$ cat src/rtl/lfuct_pkg.sv
package lfuct_pkg;

  localparam int KEY_BITS       = 32;
  localparam int VALUE_BITS     = 32;
  localparam int CAP_BITS       = 5;
  localparam int DEF_ENTRIES    = 16;
  localparam int DEF_COUNT_BITS = 16;

  localparam logic [CAP_BITS-1:0] CAP_RESET = 5'd16;

  localparam logic OP_GET = 1'b0;
  localparam logic OP_PUT = 1'b1;

  typedef struct packed {
    logic                  opcode;
    logic [KEY_BITS-1:0]   lookup_key;
    logic [VALUE_BITS-1:0] write_value;
  } req_t;

  typedef struct packed {
    logic                  hit;
    logic [VALUE_BITS-1:0] read_value;
    logic                  evicted;
    logic [KEY_BITS-1:0]   evicted_key;
  } rsp_t;

  typedef struct packed {
    logic req_load;
    logic match_load;
    logic free_load;
    logic scan_start;
    logic scan_step;
    logic pick_load;
    logic promote;
    logic bump_count;
    logic fill_slot;
    logic insert;
    logic val_write;
    logic res_load;
    logic res_hit;
    logic res_read;
    logic res_evict;
    logic out_load;
  } dp_cmd_t;

  typedef struct packed {
    logic found;
    logic is_put;
    logic cap_zero;
    logic full;
    logic scan_last;
    logic out_free;
  } dp_sts_t;

endpackage

$ cat src/rtl/lfu_cache_table.sv
// Key-value cache with least-frequently-used replacement; among entries with
// equal use counts the least recently used one is evicted. Use counts
// saturate. A request is taken when in_ready is high and its result is held in
// an output register, so the next request can be taken while a result waits.
// A get miss, or a put of a new key at zero capacity, passes the match and
// lookup states; a hit or a put into free space adds the hit or insert state;
// a put that must evict adds the victim scan, which visits one entry per
// cycle, then the pick and evict states. The next request is taken in the
// cycle after a result is loaded into the output register; a result that is
// not taken holds the following request before its output. Capacity (cfg_data)
// is read as min(capacity, ENTRIES); a capacity of zero makes puts of new keys
// return an all-zero result. Values live in a single-port-read RAM, keys,
// counts and recency ranks in registers; all entries are invalid after reset.
module lfu_cache_table #(
  parameter int ENTRIES    = lfuct_pkg::DEF_ENTRIES,
  parameter int COUNT_BITS = lfuct_pkg::DEF_COUNT_BITS
) (
  input  logic                           clk,
  input  logic                           rst,
  input  logic                           cfg_write,
  input  logic [lfuct_pkg::CAP_BITS-1:0] cfg_data,
  input  logic                           in_valid,
  output logic                           in_ready,
  input  lfuct_pkg::req_t                in_data,
  output logic                           out_valid,
  input  logic                           out_ready,
  output lfuct_pkg::rsp_t                out_data
);

  import lfuct_pkg::*;

  dp_cmd_t cmd;
  dp_sts_t sts;

  lfuct_ctrl u_ctrl (
    .clk      (clk),
    .rst      (rst),
    .in_valid (in_valid),
    .in_ready (in_ready),
    .sts      (sts),
    .cmd      (cmd)
  );

  lfuct_dp #(
    .ENTRIES    (ENTRIES),
    .COUNT_BITS (COUNT_BITS)
  ) u_dp (
    .clk       (clk),
    .rst       (rst),
    .cfg_write (cfg_write),
    .cfg_data  (cfg_data),
    .in_data   (in_data),
    .cmd       (cmd),
    .sts       (sts),
    .out_valid (out_valid),
    .out_ready (out_ready),
    .out_data  (out_data)
  );

endmodule

$ cat src/rtl/lfuct_ram.sv
module lfuct_ram #(
  parameter int  WIDTH = 32,
  parameter int  DEPTH = 16,
  localparam int AW    = (DEPTH > 1) ? $clog2(DEPTH) : 1
) (
  input  logic             clk,
  input  logic             we,
  input  logic [AW-1:0]    waddr,
  input  logic [WIDTH-1:0] wdata,
  input  logic [AW-1:0]    raddr,
  output logic [WIDTH-1:0] rdata
);

  logic [WIDTH-1:0] mem [DEPTH];

  always_ff @(posedge clk) begin
    if (we) begin
      mem[waddr] <= wdata;
    end
    rdata <= mem[raddr];
  end

endmodule

$ cat src/rtl/lfuct_ctrl.sv
module lfuct_ctrl (
  input  logic                clk,
  input  logic                rst,
  input  logic                in_valid,
  output logic                in_ready,
  input  lfuct_pkg::dp_sts_t  sts,
  output lfuct_pkg::dp_cmd_t  cmd
);

  import lfuct_pkg::*;

  localparam logic [3:0] S_IDLE   = 4'd0;
  localparam logic [3:0] S_MATCH  = 4'd1;
  localparam logic [3:0] S_LOOK   = 4'd2;
  localparam logic [3:0] S_HIT    = 4'd3;
  localparam logic [3:0] S_INSERT = 4'd4;
  localparam logic [3:0] S_SCAN   = 4'd5;
  localparam logic [3:0] S_PICK   = 4'd6;
  localparam logic [3:0] S_EVICT  = 4'd7;
  localparam logic [3:0] S_OUT    = 4'd8;

  logic [3:0] state;
  logic [3:0] state_next;

  assign in_ready = (state == S_IDLE);

  always_ff @(posedge clk) begin
    if (rst) begin
      state <= S_IDLE;
    end else begin
      state <= state_next;
    end
  end

  always_comb begin
    cmd        = '0;
    state_next = state;
    case (state)
      S_IDLE: begin
        if (in_valid) begin
          cmd.req_load = 1'b1;
          state_next   = S_MATCH;
        end
      end
      S_MATCH: begin
        cmd.match_load = 1'b1;
        state_next     = S_LOOK;
      end
      S_LOOK: begin
        if (sts.found) begin
          state_next = S_HIT;
        end else if (!sts.is_put || sts.cap_zero) begin
          cmd.res_load = 1'b1;
          state_next   = S_OUT;
        end else if (!sts.full) begin
          cmd.free_load = 1'b1;
          state_next    = S_INSERT;
        end else begin
          cmd.scan_start = 1'b1;
          state_next     = S_SCAN;
        end
      end
      S_HIT: begin
        cmd.promote    = 1'b1;
        cmd.bump_count = 1'b1;
        cmd.val_write  = sts.is_put;
        cmd.res_load   = 1'b1;
        cmd.res_hit    = 1'b1;
        cmd.res_read   = 1'b1;
        state_next     = S_OUT;
      end
      S_INSERT: begin
        cmd.insert    = 1'b1;
        cmd.fill_slot = 1'b1;
        cmd.val_write = 1'b1;
        cmd.res_load  = 1'b1;
        state_next    = S_OUT;
      end
      S_SCAN: begin
        cmd.scan_step = 1'b1;
        if (sts.scan_last) begin
          state_next = S_PICK;
        end
      end
      S_PICK: begin
        cmd.pick_load = 1'b1;
        state_next    = S_EVICT;
      end
      S_EVICT: begin
        cmd.promote   = 1'b1;
        cmd.fill_slot = 1'b1;
        cmd.val_write = 1'b1;
        cmd.res_load  = 1'b1;
        cmd.res_evict = 1'b1;
        state_next    = S_OUT;
      end
      S_OUT: begin
        if (sts.out_free) begin
          cmd.out_load = 1'b1;
          state_next   = S_IDLE;
        end
      end
      default: begin
        state_next = S_IDLE;
      end
    endcase
  end

endmodule

$ cat src/rtl/lfuct_dp.sv
module lfuct_dp #(
  parameter int  ENTRIES    = lfuct_pkg::DEF_ENTRIES,
  parameter int  COUNT_BITS = lfuct_pkg::DEF_COUNT_BITS,
  localparam int IDX_W      = (ENTRIES > 1) ? $clog2(ENTRIES) : 1,
  localparam int FILL_W     = $clog2(ENTRIES + 1)
) (
  input  logic                                clk,
  input  logic                                rst,
  input  logic                                cfg_write,
  input  logic [lfuct_pkg::CAP_BITS-1:0]      cfg_data,
  input  lfuct_pkg::req_t                     in_data,
  input  lfuct_pkg::dp_cmd_t                  cmd,
  output lfuct_pkg::dp_sts_t                  sts,
  output logic                                out_valid,
  input  logic                                out_ready,
  output lfuct_pkg::rsp_t                     out_data
);

  import lfuct_pkg::*;

  localparam int CW = (FILL_W > CAP_BITS) ? FILL_W : CAP_BITS;

  req_t                  req;
  logic [CAP_BITS-1:0]   cap;
  logic [ENTRIES-1:0]    valid;
  logic [KEY_BITS-1:0]   keys   [ENTRIES];
  logic [COUNT_BITS-1:0] counts [ENTRIES];
  logic [IDX_W-1:0]      ranks  [ENTRIES];
  logic [FILL_W-1:0]     fill;
  logic [IDX_W-1:0]      ptr;
  logic                  found;
  logic                  best_valid;
  logic [COUNT_BITS-1:0] best_cnt;
  logic [IDX_W-1:0]      best_rank;
  logic [IDX_W-1:0]      best_idx;
  rsp_t                  res;

  logic                  match_any;
  logic [IDX_W-1:0]      match_idx;
  logic [IDX_W-1:0]      free_idx;
  logic [CW-1:0]         cap_ext;
  logic [CW-1:0]         eff_cap;
  logic [IDX_W-1:0]      cur_rank;
  logic [COUNT_BITS-1:0] cur_cnt;
  logic                  cand_better;
  logic [VALUE_BITS-1:0] ram_rdata;

  always_comb begin
    match_any = 1'b0;
    match_idx = '0;
    free_idx  = '0;
    for (int i = ENTRIES - 1; i >= 0; i--) begin
      if (valid[i] && keys[i] == req.lookup_key) begin
        match_any = 1'b1;
        match_idx = IDX_W'(i);
      end
      if (!valid[i]) begin
        free_idx = IDX_W'(i);
      end
    end
  end

  assign cap_ext  = CW'(cap);
  assign eff_cap  = (cap_ext > CW'(ENTRIES)) ? CW'(ENTRIES) : cap_ext;
  assign cur_rank = ranks[ptr];
  assign cur_cnt  = counts[ptr];

  assign cand_better = valid[ptr] &&
                       (!best_valid || cur_cnt < best_cnt ||
                        (cur_cnt == best_cnt && cur_rank > best_rank));

  assign sts.found     = found;
  assign sts.is_put    = (req.opcode == OP_PUT);
  assign sts.cap_zero  = (cap == '0);
  assign sts.full      = (CW'(fill) >= eff_cap);
  assign sts.scan_last = (ptr == IDX_W'(ENTRIES - 1));
  assign sts.out_free  = !out_valid || out_ready;

  always_ff @(posedge clk) begin
    if (rst) begin
      cap <= CAP_RESET;
    end else if (cfg_write) begin
      cap <= cfg_data;
    end
  end

  always_ff @(posedge clk) begin
    if (cmd.req_load) begin
      req <= in_data;
    end
  end

  always_ff @(posedge clk) begin
    if (rst) begin
      valid <= '0;
      fill  <= '0;
    end else begin
      if (cmd.fill_slot) begin
        valid[ptr] <= 1'b1;
      end
      if (cmd.insert) begin
        fill <= fill + 1'b1;
      end
    end
  end

  always_ff @(posedge clk) begin
    for (int i = 0; i < ENTRIES; i++) begin
      if (cmd.promote && valid[i] && ranks[i] < cur_rank) begin
        ranks[i] <= ranks[i] + 1'b1;
      end
      if (cmd.insert && valid[i]) begin
        ranks[i] <= ranks[i] + 1'b1;
      end
      if ((cmd.promote || cmd.fill_slot) && ptr == IDX_W'(i)) begin
        ranks[i] <= '0;
      end
      if (ptr == IDX_W'(i)) begin
        if (cmd.fill_slot) begin
          counts[i] <= COUNT_BITS'(1);
          keys[i]   <= req.lookup_key;
        end else if (cmd.bump_count && counts[i] != '1) begin
          counts[i] <= counts[i] + 1'b1;
        end
      end
    end
  end

  always_ff @(posedge clk) begin
    if (rst) begin
      ptr        <= '0;
      found      <= 1'b0;
      best_valid <= 1'b0;
    end else begin
      if (cmd.match_load) begin
        ptr   <= match_idx;
        found <= match_any;
      end else if (cmd.free_load) begin
        ptr <= free_idx;
      end else if (cmd.scan_start) begin
        ptr <= '0;
      end else if (cmd.scan_step) begin
        ptr <= ptr + 1'b1;
      end else if (cmd.pick_load) begin
        ptr <= best_idx;
      end
      if (cmd.scan_start) begin
        best_valid <= 1'b0;
      end else if (cmd.scan_step && cand_better) begin
        best_valid <= 1'b1;
      end
    end
  end

  always_ff @(posedge clk) begin
    if (cmd.scan_step && cand_better) begin
      best_cnt  <= cur_cnt;
      best_rank <= cur_rank;
      best_idx  <= ptr;
    end
  end

  lfuct_ram #(
    .WIDTH (VALUE_BITS),
    .DEPTH (ENTRIES)
  ) u_value_ram (
    .clk   (clk),
    .we    (cmd.val_write),
    .waddr (ptr),
    .wdata (req.write_value),
    .raddr (ptr),
    .rdata (ram_rdata)
  );

  always_ff @(posedge clk) begin
    if (cmd.res_load) begin
      res.hit         <= cmd.res_hit;
      res.read_value  <= (cmd.res_read && req.opcode == OP_GET) ? ram_rdata : '0;
      res.evicted     <= cmd.res_evict;
      res.evicted_key <= cmd.res_evict ? keys[ptr] : '0;
    end
    if (cmd.out_load) begin
      out_data <= res;
    end
  end

  always_ff @(posedge clk) begin
    if (rst) begin
      out_valid <= 1'b0;
    end else if (cmd.out_load) begin
      out_valid <= 1'b1;
    end else if (out_ready) begin
      out_valid <= 1'b0;
    end
  end

  a_fill_tracks_valid: assert property (@(posedge clk) disable iff (rst)
    int'(fill) == $countones(valid))
    else $error("fill count differs from number of valid entries");

  a_victim_found: assert property (@(posedge clk) disable iff (rst)
    cmd.pick_load |-> best_valid)
    else $error("scan ended without a victim");

  a_promote_valid: assert property (@(posedge clk) disable iff (rst)
    cmd.promote |-> valid[ptr])
    else $error("promote of an invalid entry");

  a_insert_free: assert property (@(posedge clk) disable iff (rst)
    cmd.insert |-> !valid[ptr] && fill < FILL_W'(ENTRIES))
    else $error("insert into an occupied slot or a full table");

endmodule
$ cat config.mk
export PLATFORM = sky130hd
export DESIGN_NAME = lfu_cache_table
export DESIGN_NICKNAME = d
export VERILOG_FILES = /design/src/rtl/lfuct_pkg.sv /design/src/rtl/lfu_cache_table.sv /design/src/rtl/lfuct_ram.sv /design/src/rtl/lfuct_ctrl.sv /design/src/rtl/lfuct_dp.sv
export SDC_FILE = /design/constraint.sdc
export NUM_CORES = 2
export LEC_CHECK = 0
export BUFFER_PORTS_ARGS = -buffer_cell sky130_fd_sc_hd__buf_2
export CELL_PAD_IN_SITES_DETAIL_PLACEMENT = 0
export CELL_PAD_IN_SITES_GLOBAL_PLACEMENT = 1
export CORE_ASPECT_RATIO = 1.75
export CORE_MARGIN = 2
export CORE_UTILIZATION = 30
export CTS_CLUSTER_DIAMETER = 50
export DETAILED_ROUTE_END_ITERATION = 10
export PLACE_DENSITY_LB_ADDON = 0.1
export SLEW_MARGIN = 20
export SYNTH_ARGS = -nofsm -noshare
export SYNTH_HDL_FRONTEND = slang
export SYNTH_SLANG_ARGS = --single-unit
$ cat constraint.sdc
create_clock -name clk -period 9.9 [get_ports clk]
set_clock_uncertainty 0.05 [all_clocks]
set_input_delay 2.97 -clock clk [delete_from_list [all_inputs] [get_ports clk]]
set_output_delay 2.97 -clock clk [all_outputs]
set_load 0.005 [all_outputs]
# Word level (Yosys, flattened, before mapping)
# Memory sizes are Yosys's and may differ from the RTL's. A register that Yosys moved wholly into a read port is not among the register bits.
# Cells that the tools add are included.
# word_totals
regBits,226
ramBits,1344
in_bits,75
output_inout_bits,68
elab_cells,766
memories,4
# memory_table
name,words,width,read_ports,rd_ports_with_merged_regs,wr,line,text
u_dp.keys,16,32,17,1,1,lfuct_dp.sv:26,logic [KEY_BITS-1:0] keys [ENTRIES];
u_dp.u_value_ram.mem,16,32,1,1,1,lfuct_ram.sv:14,logic [WIDTH-1:0] mem [DEPTH];
u_dp.counts,16,16,17,1,1,lfuct_dp.sv:27,logic [COUNT_BITS-1:0] counts [ENTRIES];
u_dp.ranks,16,4,17,1,16,lfuct_dp.sv:28,logic [IDX_W-1:0] ranks [ENTRIES];
# classes
addsub,34
magnitude_cmp,22
n_eq_ne,59
n_mux,426
bitwise,50
reduce_logical,150
# op_table
op,count
$eq 32x32->1,16
$mux 16,31
$mux 32,15
$reduce_or 32->1,15
$mux 4,108
$mux 1,262
$add 16x1->16 const B,16
$ne 16x16->1 const B,16
$reduce_or 16->1,15
$logic_and 1x1->1,101
$add 4x1->4 const B,17
$lt 4x4->1,16
$or 1x1->1,48
$eq 4x4->1 const B,9
$eq 4x3->1 const B,8
$pmux 4 s7,1
$eq 16x16->1,1
$eq 4x2->1 const B,4
$lt 16x16->1,1
$or 16x16->16,1
$eq 4x1->1 const B,2
$logic_not 4->1,2
$mux 2,4
$ne 2x2->1 const B,3
other kinds (19),29

# Logic depth before layout (Yosys ltp)
# depth
depth_word,24
ltp_mapped,15
ltp_nobuf,12

# Modules after synthesis
# Synthesis repeated with hierarchy kept, for this count alone.
# hier_totals
hier_cells,4700
hier_area_um2,74682.9
# by_module_without_submodules
module,instances,cells_each,area_each_um2,seq_area_each_um2
lfuct_dp,1,3808,54429.7,32361.0
lfuct_ram,1,838,19835.3,16015.4
lfuct_ctrl,1,54,417.9,80.1

# Worst setup path before layout
# Ideal clock, no wire load.
# synth_timing
path_kind,input -> register
from,input out_ready
to,"register, netlist name u_dp.out_data[0]"
setup_time_ns,0.498
arrival_time_ns,6.044
required_time_ns,9.352
setup_slack_ns,3.308
cell_stages,2
n_path_buf,0
cell_sequence,nand2b_1 -> nor2b_1
# synth_rtl
item,line,text
from (decl),lfu_cache_table.sv:26,"input logic out_ready,"

==> reports/summary.json <==
{
  "status": "finished clean",
  "die_width_um": 381,
  "design.portCount": 143,
  "setup_total_negative_slack_ps": 0,
  "cellInternalPower_w": 0.0124,
  "critical-path-top-delay-family": "compound AO/OA/AOI/OAI gates",
  "global_route_wire_length_before_repair_um": 363000,
  "critical_path.reg2reg.endpoint": "u_dp.best_cnt[1]",
  "ys_warn_count": 0,
  "max_cap_viol_count": 0,
  "cts_sinks": 1638,
  "cts_buffers": 186,
  "hp-class": "flop to flop",
  "power.share.sequential_pct": 47.6,
  "number_of_endpoints_with_negative_hold_slack_in_the_final_report": 0,
  "vdd.ir_drop.worst_uv": 131,
  "power.switching_w": 0.00397,
  "critical_path_buf_inv_count": 2,
  "gpl.final_weighted_congestion": 0.874,
  "synth_ff_type": "edfxtp_1",
  "ff_latch_area_um2": 48500,
  "post-cts-setup-buffer-count": 0,
  "multi_input_comb_area_um2": 25000,
  "ant_nets": 0,
  "fraction_of_power_consumed_by_the_clock_network_pct": 44.0,
  "rr_worst_depth": 13,
  "dp_worst_setup_slack_ps": 4060,
  "cts_resized": 0,
  "grt_setup_unrepaired": "false",
  "avgSynthCellArea_um2": 16.2,
  "min_tclk_post_route_ps": 5710,
  "cp_max_fo": 42,
  "port_buffers": 142,
  "synth_area_um2": 74500,
  "grt_usage_pct": 20.6,
  "cts_buffer_depth": 4,
  "cp_data_arrival_time_ps": 6200,
  "synth.area.mux_share_pct": 12.9,
  "cts.htree.levels": 4,
  "design.core.area_um2": 248000,
  "cp.required_ps": 10390,
  "share_of_the_yosys_chip_area_belonging_to_registers_pct": 65.1,
  "path_cells": "buf_4 -> mux4_2 -> mux4_2 -> ha_1 -> nor2b_1 -> o21a_1 -> o21ai_0 -> nand2b_1 -> a21oi_1 -> o21ai_0 -> a21o_1 -> a31oi_2 -> buf_4",
  "power_frac_comb_pct": 8.4,
  "synth_edf_count": 1565,
  "post_synth_inst_count": 4596,
  "cts_root_buffer": "clkbuf_16",
  "timing.hold.worst.start": "u_dp.res[65]",
  "cts-hold-fix-buffers": 0,
  "maximum_number_of_pins_on_one_net_before_global_route_repair": 118,
  "wirelength_um": 262000,
  "wl_per_cell_um": 31.6,
  "worst_setup_path_start_kind": "flop",
  "grt-ovfl-total": 0,
  "critical_path.max_stage_delay_ps": 890,
  "rows": 242,
  "total_die_area_um2": 252000,
  "n_fill_cell": 23900,
  "half_perimeter_wire_length_of_the_detailed_placement_result_um": 181000,
  "syn2layout_area_growth_pct": 15.1,
  "die_h_um": 663,
  "slew_violations": 0,
  "timing.critical_path.slowest_stage_cell": "dfxtp_4",
  "clkLatencyLatePin_ps": 870,
  "first_global_vias": 44000,
  "synth_async_reset_ratio_pct": 0,
  "grt_antenna_before_repair": 13,
  "r2r_slack_ps": 4190,
  "tritoncts": "done",
  "p_sw_share_pct": 24.2,
  "setup_ws_ps": 4190,
  "maximum_clock_rate_mhz": 175,
  "number_of_stages_on_the_worst_hold_path": 0,
  "synth_fa_ha_area_share_pct": 1.85,
  "drt-initial-drc-count": 2702,
  "max_slew.worst_pin.slew_ps": 1080,
  "drc": 0,
  "synth_fp_nets": 4781,
  "finalCritPeriodShare_pct": 57.7,
  "timing.slew.headroom_pct": 28.1,
  "drt_pre_antenna_iters": 7,
  "synth_compound_area_share_pct": 1.72,
  "synth.lib_cells_used.distinct": 65,
  "synth_top_family_by_area": "multiplexers",
  "clk_pin_slew_worst_paths_ps": 60,
  "power_leakage_nw": 26.8,
  "hold_end": "u_dp.out_data[65]",
  "worst_setup_path_end_kind": "flop",
  "post_synthesis_share_of_cell_area_spent_on_and_or_nand_and_nor_gates_pct": 7.63,
  "dr_total_vias": 41300,
  "timing.final.setup_violations": 0,
  "worst-setup-path-type": "flop to flop",
  "detail_route.vias_per_cell": 4.99,
  "synth-xor-area-share_pct": 8.98,
  "ys_seq_elements": 1638,
  "power_density_nw_per_um2": 191,
  "fraction_of_final_layout_cells_sized_beyond_drive_strength_1_pct": 20.8,
  "initial_core_util_pct": 30.1,
  "nNetsFinal": 5029
}
==> area by class of cell <==
type	instances	share of cell area, %
Inverter	75	0.328
Antenna cell	6	0.0175
Multi-Input combinational cell	2680	29.1
Clock buffer	227	5.76
Clock inverter	108	1.47
Sequential cell	1638	56.6
Tap cell	3294	4.81
Timing Repair Buffer	263	1.93
==> worst max-delay path by stage <==
stage	startpoint	to	cells past startpoint
floorplan	out_ready	u_dp.out_data[0]	2
global placement	flop	u_dp.best_cnt[3]	13
detailed placement	flop	u_dp.best_cnt[3]	13
CTS	flop	u_dp.best_cnt[1]	13
global route	flop	u_dp.best_cnt[1]	13
finish	flop	u_dp.best_cnt[1]	13
==> cells in the final DEF (no fill, tap or decap), drive strengths merged, types with 73 or more instances in the layout <==
| cell | netlist | routed |
|---|---|---|
| buf | 116 | 263 |
| clkbuf | 87 | 227 |
| dfxtp | 73 | 73 |
| edfxtp | 1565 | 1565 |
| ha | 110 | 110 |
| inv | 75 | 91 |
| mux4 | 425 | 425 |
| nand2 | 129 | 129 |
| nand3 | 154 | 154 |
| nand4 | 109 | 109 |
| nor2 | 463 | 463 |
| xnor2 | 420 | 420 |
| xor2 | 344 | 344 |
==> worst register-to-register path: cells and delay by family, from the launching register on <==
family	cells	cell delay [ps]
adders and majority gates	1	320
muxes	2	1160
AOI/OAI and AO/OA	6	1580
and+or+nand+nor	2	220
buffers and inverters	2	1190
DFF	1	890
==> cell families after synthesis <==
| logic type | count (synthesis) |
|---|---|
| XOR/XNOR | 764 |
| AND/OR/NAND/NOR | 1170 |
| multiplexers | 429 |
| flip-flops | 1638 |
| buffers and inverters | 278 |
| AO/OA/AOI/OAI | 207 |
| adder cells (fa/ha/maj) | 110 |
==> Yosys cell counts, types with 73 or more instances <==
| library cell | n | area share [%] |
|---|---|---|
| xor2_1 | 344 | 4.0 |
| nand3_1 | 154 | 1.0 |
| edfxtp_1 | 1565 | 63 |
| nand4_1 | 109 | 0.92 |
| ha_1 | 110 | 1.8 |
| clkbuf_1 | 87 | 0.44 |
| dfxtp_1 | 73 | 2.0 |
| nand2_1 | 129 | 0.65 |
| inv_1 | 74 | 0.37 |
| mux4_2 | 425 | 13 |
| nor2_1 | 463 | 2.3 |
| xnor2_1 | 420 | 4.9 |
==> sequential cells by signal, summed over array words and instances (netlist names), named ones only <==
register,count
u_dp.best_valid,1
u_dp.res,66
u_dp.fill,5
u_dp.best_rank,4
u_dp.ptr,4
u_dp.ranks,64
u_ctrl.state,4
u_dp.found,1
u_dp.out_valid,1
u_dp.cap,5
u_dp.keys,512
u_dp.u_value_ram.rdata,32
u_dp.best_idx,4
u_dp.valid,16
u_dp.counts,256
u_dp.out_data,66
u_dp.req,64
u_dp.best_cnt,16
u_dp.sts,1
u_dp.u_value_ram.mem,512
==> metrics by stage <==
stage	instance area, um^2	hold WS [ps]	total power [W]	std cells	util (%)
detailed placement	79500	355	0.00937	7950	32.1
global route	85700	377	0.0169	8286	34.6
global placement	79500	352	0.00937	7950	32.1
floorplan	74500	350	0.00879	4596	-
CTS	85700	357	0.0167	8285	34.6
finish	85700	365	0.0164	8291	34.6
==> power by group through the flow <==
stage	combinational [W]	sequential [W]	clock (W)
after floorplan	0.000890	0.00790	0
after global routing	0.00147	0.00782	0.00765
after CTS	0.00142	0.00781	0.00744
after global placement	0.00142	0.00796	0
final	0.00138	0.00780	0.00721
after detailed placement	0.00141	0.00796	0
==> layer usage <==
metal	track usage, %	up-vias	part of all wire (%)
met5	0	-	0
met4	10.3	0	5.9
met3	2.29	400	3.0
met2	39.0	907	55
met1	22.5	21900	36
li1	-	18200	-
Power figures use the tool's default switching activity.
